==> src/bds_pkg.sv <==
package bds_pkg;

    localparam int BOX_W = 64;
    localparam logic [15:0] TOL_RESET = 16'd80;   // 5.0 pixels

    typedef struct packed {
        logic               first_of_group;
        logic signed [15:0] corner1_x;
        logic signed [15:0] corner1_y;
        logic signed [15:0] corner2_x;
        logic signed [15:0] corner2_y;
        logic        [7:0]  class_id;
    } in_item_t;

    typedef struct packed {
        logic signed [15:0] out_corner1_x;
        logic signed [15:0] out_corner1_y;
        logic signed [15:0] out_corner2_x;
        logic signed [15:0] out_corner2_y;
        logic        [7:0]  out_class_id;
        logic               not_stored;
    } out_item_t;

    typedef enum logic [2:0] {
        ST_IDLE,
        ST_START,
        ST_SCAN,
        ST_DRAIN,
        ST_EMIT
    } bds_state_t;

    typedef struct packed {
        logic latch;        // take the input item, start a new scan
        logic rd_en;        // read the next kept entry
        logic store_emit;   // load the output register, append if room
    } bds_cmd_t;

    typedef struct packed {
        logic count_zero;
        logic last_issued;
        logic pipe_empty;
        logic hit;
        logic out_free;
    } bds_status_t;

endpackage

==> src/bds_ctrl.sv <==
module bds_ctrl (
    input  logic                 clk,
    input  logic                 rst_n,
    input  logic                 in_valid,
    output logic                 in_ready,
    input  bds_pkg::bds_status_t status,
    output bds_pkg::bds_cmd_t    cmd
);
    import bds_pkg::*;

    bds_state_t state_reg;
    bds_state_t state_next;

    always_ff @(posedge clk or negedge rst_n)
    begin
        if (!rst_n)
            state_reg <= ST_IDLE;
        else
            state_reg <= state_next;
    end

    always_comb
    begin
        state_next = state_reg;
        cmd        = '0;
        in_ready   = 1'b0;
        unique case (state_reg)
            ST_IDLE:
            begin
                in_ready  = 1'b1;
                cmd.latch = in_valid;
                if (in_valid)
                    state_next = ST_START;
            end
            ST_START:
            begin
                // empty table or new group: nothing to compare against
                if (status.count_zero)
                    state_next = ST_EMIT;
                else
                    state_next = ST_SCAN;
            end
            ST_SCAN:
            begin
                cmd.rd_en = 1'b1;
                if (status.last_issued)
                    state_next = ST_DRAIN;
            end
            ST_DRAIN:
            begin
                // wait for the last compare, then drop or emit
                if (status.pipe_empty)
                    state_next = status.hit ? ST_IDLE : ST_EMIT;
            end
            ST_EMIT:
            begin
                if (status.out_free)
                begin
                    cmd.store_emit = 1'b1;
                    state_next     = ST_IDLE;
                end
            end
            default:
            begin
                state_next = ST_IDLE;
            end
        endcase
    end

`ifndef SYNTHESIS
    a_scan_nonempty: assert property (@(posedge clk) disable iff (!rst_n)
        (state_reg == ST_SCAN) |-> !status.count_zero)
        else $error("scan started on an empty table");

    a_drain_after_last: assert property (@(posedge clk) disable iff (!rst_n)
        (state_reg == ST_DRAIN && $past(state_reg) == ST_SCAN) |-> !status.pipe_empty)
        else $error("last read lost before its compare");

    a_cmd_exclusive: assert property (@(posedge clk) disable iff (!rst_n)
        $onehot0(cmd))
        else $error("more than one command in a cycle");
`endif

endmodule

==> src/bds_dpath.sv <==
module bds_dpath #(
    parameter int MAX_KEPT = 64
) (
    input  logic                 clk,
    input  logic                 rst_n,
    input  logic                 cfg_wr_en,
    input  logic [15:0]          cfg_wr_data,
    input  bds_pkg::in_item_t    in_data,
    input  bds_pkg::bds_cmd_t    cmd,
    output bds_pkg::bds_status_t status,
    output logic                 out_valid,
    input  logic                 out_ready,
    output bds_pkg::out_item_t   out_data
);
    import bds_pkg::*;

    localparam int IDX_W = (MAX_KEPT > 1) ? $clog2(MAX_KEPT) : 1;
    localparam int CNT_W = $clog2(MAX_KEPT + 1);

    logic [BOX_W-1:0] mem [MAX_KEPT];

    logic [15:0]      tol_reg;
    in_item_t         item_reg;
    logic [CNT_W-1:0] count_reg;
    logic [IDX_W-1:0] idx_reg;
    logic             rd_vld_reg;
    logic [BOX_W-1:0] rd_data_reg;
    logic             hit_reg;
    logic             out_vld_reg;
    out_item_t        out_reg;

    logic [BOX_W-1:0] item_box;
    logic             room;
    logic             match;

    function automatic logic near(input logic [15:0] a, input logic [15:0] b,
                                  input logic [15:0] tol);
        logic [16:0] d;
        logic [16:0] m;
        d = {a[15], a} - {b[15], b};
        m = d[16] ? (17'd0 - d) : d;
        return m <= {1'b0, tol};
    endfunction

    assign item_box = {item_reg.corner1_x, item_reg.corner1_y,
                       item_reg.corner2_x, item_reg.corner2_y};
    assign room     = count_reg < CNT_W'(MAX_KEPT);
    assign match    = near(item_box[63:48], rd_data_reg[63:48], tol_reg)
                   && near(item_box[47:32], rd_data_reg[47:32], tol_reg)
                   && near(item_box[31:16], rd_data_reg[31:16], tol_reg)
                   && near(item_box[15:0],  rd_data_reg[15:0],  tol_reg);

    always_ff @(posedge clk or negedge rst_n)
    begin
        if (!rst_n)
            tol_reg <= TOL_RESET;
        else if (cfg_wr_en)
            tol_reg <= cfg_wr_data;
    end

    always_ff @(posedge clk)
    begin
        if (cmd.latch)
            item_reg <= in_data;
    end

    always_ff @(posedge clk or negedge rst_n)
    begin
        if (!rst_n)
        begin
            count_reg   <= '0;
            idx_reg     <= '0;
            rd_vld_reg  <= 1'b0;
            hit_reg     <= 1'b0;
            out_vld_reg <= 1'b0;
        end
        else
        begin
            // a new group empties the table
            if (cmd.latch && in_data.first_of_group)
                count_reg <= '0;
            else if (cmd.store_emit && room)
                count_reg <= count_reg + 1'b1;

            if (cmd.latch)
                idx_reg <= '0;
            else if (cmd.rd_en)
                idx_reg <= idx_reg + 1'b1;

            rd_vld_reg <= cmd.rd_en;

            if (cmd.latch)
                hit_reg <= 1'b0;
            else if (rd_vld_reg && match)
                hit_reg <= 1'b1;

            if (cmd.store_emit)
                out_vld_reg <= 1'b1;
            else if (out_ready)
                out_vld_reg <= 1'b0;
        end
    end

    always_ff @(posedge clk)
    begin
        if (cmd.store_emit && room)
            mem[count_reg[IDX_W-1:0]] <= item_box;
        if (cmd.rd_en)
            rd_data_reg <= mem[idx_reg];
    end

    always_ff @(posedge clk)
    begin
        if (cmd.store_emit)
        begin
            out_reg.out_corner1_x <= item_reg.corner1_x;
            out_reg.out_corner1_y <= item_reg.corner1_y;
            out_reg.out_corner2_x <= item_reg.corner2_x;
            out_reg.out_corner2_y <= item_reg.corner2_y;
            out_reg.out_class_id  <= item_reg.class_id;
            out_reg.not_stored    <= !room;
        end
    end

    assign status.count_zero  = (count_reg == '0);
    assign status.last_issued = (CNT_W'(idx_reg) + 1'b1 == count_reg);
    assign status.pipe_empty  = !rd_vld_reg;
    assign status.hit         = hit_reg;
    assign status.out_free    = !out_vld_reg || out_ready;

    assign out_valid = out_vld_reg;
    assign out_data  = out_reg;

`ifndef SYNTHESIS
    a_count_bound: assert property (@(posedge clk) disable iff (!rst_n)
        count_reg <= CNT_W'(MAX_KEPT))
        else $error("kept count beyond table size");

    a_read_in_range: assert property (@(posedge clk) disable iff (!rst_n)
        cmd.rd_en |-> (CNT_W'(idx_reg) < count_reg))
        else $error("read of an entry outside the kept table");

    a_emit_loads_out: assert property (@(posedge clk) disable iff (!rst_n)
        cmd.store_emit |-> (!out_vld_reg || out_ready))
        else $error("output register overwritten before transfer");
`endif

endmodule

==> src/box_duplicate_suppressor.sv <==
// channel   direction  handshake              payload
// in        input      in_valid / in_ready    in_data  (bds_pkg::in_item_t)
// out       output     out_valid / out_ready  out_data (bds_pkg::out_item_t)
// cfg       input      cfg_wr_en              cfg_wr_data (match tolerance)
//
// An item takes one memory read per box kept in its group, plus latch, start, two drain
// steps and emit; a dropped item skips the emit step and goes straight back to idle.
// The first box of a group and a box on an empty table take only latch, start and emit.
// Reset clears the kept count and sets the tolerance to 5.0 pixels; no clearing pass.
// A stalled output holds its result; the next input transfer is taken meanwhile,
// and the block waits in its emit step only if a second result is ready first.
module box_duplicate_suppressor #(
    parameter int MAX_KEPT = 64
) (
    input  logic               clk,
    input  logic               rst_n,
    input  logic               cfg_wr_en,
    input  logic [15:0]        cfg_wr_data,
    input  logic               in_valid,
    output logic               in_ready,
    input  bds_pkg::in_item_t  in_data,
    output logic               out_valid,
    input  logic               out_ready,
    output bds_pkg::out_item_t out_data
);
    import bds_pkg::*;

    bds_cmd_t    cmd;
    bds_status_t status;

    bds_ctrl u_ctrl (
        .clk      (clk),
        .rst_n    (rst_n),
        .in_valid (in_valid),
        .in_ready (in_ready),
        .status   (status),
        .cmd      (cmd)
    );

    bds_dpath #(
        .MAX_KEPT (MAX_KEPT)
    ) u_dpath (
        .clk         (clk),
        .rst_n       (rst_n),
        .cfg_wr_en   (cfg_wr_en),
        .cfg_wr_data (cfg_wr_data),
        .in_data     (in_data),
        .cmd         (cmd),
        .status      (status),
        .out_valid   (out_valid),
        .out_ready   (out_ready),
        .out_data    (out_data)
    );

endmodule
==> config.mk <==
export PLATFORM = sky130hd
export DESIGN_NAME = box_duplicate_suppressor
export DESIGN_NICKNAME = d
export VERILOG_FILES = /design/src/bds_pkg.sv /design/src/bds_ctrl.sv /design/src/bds_dpath.sv /design/src/box_duplicate_suppressor.sv
export SDC_FILE = /design/constraint.sdc
export NUM_CORES = 2
export LEC_CHECK = 0
export BUFFER_PORTS_ARGS = -buffer_cell sky130_fd_sc_hd__buf_2
export CAP_MARGIN = 20
export CORE_ASPECT_RATIO = 0.6
export CORE_MARGIN = 5
export CORE_UTILIZATION = 55
export DETAILED_ROUTE_END_ITERATION = 8
export PLACE_DENSITY_LB_ADDON = 0.25
export SLEW_MARGIN = 20
export SYNTH_ARGS = -nofsm -noshare
export SYNTH_HDL_FRONTEND = slang
export SYNTH_SLANG_ARGS = --single-unit
==> constraint.sdc <==
create_clock -name clk -period 5.6 [get_ports clk]
set_clock_uncertainty 0.2 [all_clocks]
set_input_delay 0.28 -clock clk [delete_from_list [all_inputs] [get_ports clk]]
set_output_delay 0.28 -clock clk [all_outputs]
set_load 0.01 [all_outputs]
==> summary.md <==
| Metric | Value |
|---|---|
| Outcome | finished, final reports clean |
| Worst-Margin Slew | 1.244 ns |
| Post-Synthesis Cells | 7086 |
| Post-Place Cells | 11310 |
| CTS Buffer Depth | 4 |
| Synth top area share | 76.54% |
| Syn Nets | 7319 |
| Largest net degree at the start of global routing | 96 |
| Area contributors post-synth | edfxtp_1, mux4_2, ha_1 |
| Post-synth design cell area | 0.1689 mm2 |
| Initial antenna violation count | 24 |
| EDFF count, synth | 4305 |
| R2r worst-path depth | 23 |
| Number of global-route vias before repair | 81940 |
| GPL Wtd Cong | 0.8668 |
| Iteration-0 DRC count of the detailed router | 15420 |
| Count of different cell masters after synthesis | 84 |
| Final wirelength | 489000 um |
| I/O pin count | 169 |
| Port bufs | 168 |
| Die span in x | 725.4 um |
| Clk sinks | 4340 |
| H-Tree Depth | 5 |
| Post-route cell area | 0.1925 mm2 |
| Tightest Hold Check Type | in2reg |
| Syn_area_per_cell | 23.84 um2 |
| R2R setup slack | 0.14 ns |
| Max Cap Viol | 0 |
| Cts bufs inserted | 382 |
| Post-synth top flop | edfxtp_1 |
| Worst vdd ir | 0.0002742 V |
| CP Launch Type | register |
| Total track usage | 30.65% |
| Die footprint | 0.3186 mm2 |
| Clock latency on the worst-skew pair | 0.93 ns |
| CTS tree | done |
| Hold Path Origin | in_data[42] |
| CP Max Fanout | 4 |
| Worst-case hold path end point | u_dpath.item_box[34] |
| Static leakage | 59.65 nW |
| Most common cell after layout, fill and taps aside | edfxtp_1 |
| Worst Hold Path Cells | 2 |
| Max incr delay on CP | 0.54 ns |
| Nets | 8083 |
| Synth area leader | edfxtp_1 |
| Post-layout minimum cycle time | 5.461 ns |
| Yosys Warn Count | 0 |
| RSZ-0062 raised after global routing | true |
| Worst EP arrival | 6.07 ns |
| Async set or reset register ratio after synthesis | 0.8065% |
| Pre-antenna DRT Iters | 8 |
| GRT overflow | 0 |
| Root buffer cell | clkbuf_16 |
| Area Growth Syn to Fin | 13.99% |
| Final Non-Filler Cells | 12220 |
| Power density over cell area | 455.0 mW/mm2 |
| Worst path slowest cell | or4_1 |
| Initial Util | 55.29% |
| Setup-failing EPs final | 0 |
| Vias per cell | 7.018 |
| Critical path, cell by cell | inv_1, ha_2, inv_2, fa_2, a211oi_2, buf_4, o21bai_1, a21oi_2, xnor2_2, or3_4, or4_1, o21bai_1, xnor2_1, ha_1, nand3_2, or4_1, o221ai_2, a221oi_2, buf_4, nand3_2, a31o_1, a41oi_2, a32o_1 |
| Layout cell share with drive strength beyond 1 | 31.07% |
| Clk pin slew, worst setup/hold paths | 0.07 ns |
| FF-to-FF Start | u_dpath.item_box[16] |
| Global-route wire length before repair | 672200 um |
| DR WL/cell | 40.02 um |
| # rows | 157 |
| Dpl cell area | 0.1777 mm2 |
| Commonest cells after routing, fill and taps aside | edfxtp_1, mux4_2, clkbuf_16, buf_4, dlygate4sd3_1 |
| Post-DP HPWL | 253400 um |
| CP delay by family, top | simple AND/OR/NAND/NOR gates |
| Max reg flops | 4096 |
| #FFs+latches synth | 4340 |
| Die Span Y | 439.2 um |
| WS Path Type | reg2reg |
| Total core area | 0.3055 mm2 |
| Total number of vias | 85770 |
| Buffers & Inverters on Critical Path | 4 |
| Worst r2r dst | u_dpath.hit_reg |
| Period utilisation layout | 97.52% |
| Final Hold Vio Count | 0 |
| Max Freq | 183.1 MHz |
| Req. time, crit path | 6.21 ns |
| Critical Path Sink Type | register |
| Fin. max-slew vios | 0 |
| Antenna-violating nets left | 0 |
| DRC viols | 0 |
| Relative slew slack | 17.10% |
| Register area share after synthesis | 77.06% |
## routing by layer
| metal | GRT usage [%] | routed length, um | vias up |
|---|---|---|---|
| met5 | 0.4056 | 280 | - |
| met4 | 9.676 | 17560 | 20 |
| met3 | 9.327 | 73460 | 956 |
| met2 | 42.69 | 209800 | 7100 |
| met1 | 46.99 | 187900 | 45680 |
| li1 | - | - | 32010 |
## synthesized netlist by cell type, drive strengths merged, types with 16 or more instances
cell type  instances
edfxtp          4305
mux4            1344
clkbuf           219
nor2             165
ha               135
buf              109
inv              108
nand2             86
xnor2             77
o21ai             73
a21oi             66
nand3             34
xor2              34
dfrtp             33
a21o              26
nor3              24
a211oi            19
a31oi             16
## report_power, final
group          switching [mW]  internal, mW
logic                    12.0          10.5
clock network            11.8          15.1
registers               0.564          37.6
total                    24.4          63.2
## cell type report
| type | instances | area (um2) |
|---|---|---|
| multi-input cells | 2310 | 37680 |
| clock inverters | 237 | 2521 |
| clock buffers | 455 | 10040 |
| well taps | 4054 | 5072 |
| fillers | 19850 | 112900 |
| repair buffers | 708 | 6608 |
| flip-flops and latches | 4340 | 130200 |
| diodes | 8 | 20.02 |
| inverters | 108 | 412.9 |
## repair_timing
item                                   4_1_cts  5_1_grt
hold buffers                               203        0
resized for setup                            2       39
setup endpoints to repair                    1        1
setup buffers                                1        5
endpoints found under the hold margin      135        0
pin swaps                                    0       15
## metrics by stage
stage               power (mW)  hold WS (ns)  setup slack, ns  setup TNS [ns]  util, %
floorplan                54.32       -0.2156           0.1366               0        -
global placement         60.49        0.2174          0.05934               0    58.13
detailed placement       60.71        0.2059         -0.06327        -0.06327    58.16
CTS                      87.48      0.006490          0.01489               0    62.95
global route             90.90       0.02230         -0.06613        -0.06613    63.02
finish                   87.60       0.02693           0.1388               0    63.03
## how the worst max path moves through the flow
stage / start / endpoint / cells past startpoint
after CTS: u_dpath.item_box[16] / u_dpath.hit_reg / 22
final: u_dpath.item_box[16] / u_dpath.hit_reg / 23
after global routing: u_dpath.item_box[16] / u_dpath.hit_reg / 26
after floorplan: u_dpath.item_box[16] / u_dpath.hit_reg / 23
after global placement: u_dpath.item_box[16] / u_dpath.hit_reg / 22
after detailed placement: u_dpath.item_box[22] / u_dpath.hit_reg / 21
## cells by family (layout without fill, tap and decap cells)
family          after synthesis  count (layout)  synth area share, %
compound gates              289             289                1.139
other cells                   0               8                    0
flops                      4340            4340                77.06
buf+inv                     436            1508                1.033
mux                        1350            1350                17.96
xor+xnor                    111             111               0.5756
simple gates                421             421                1.186
fa+ha+maj                   139             139                1.047
Power figures use the tool's default switching activity.
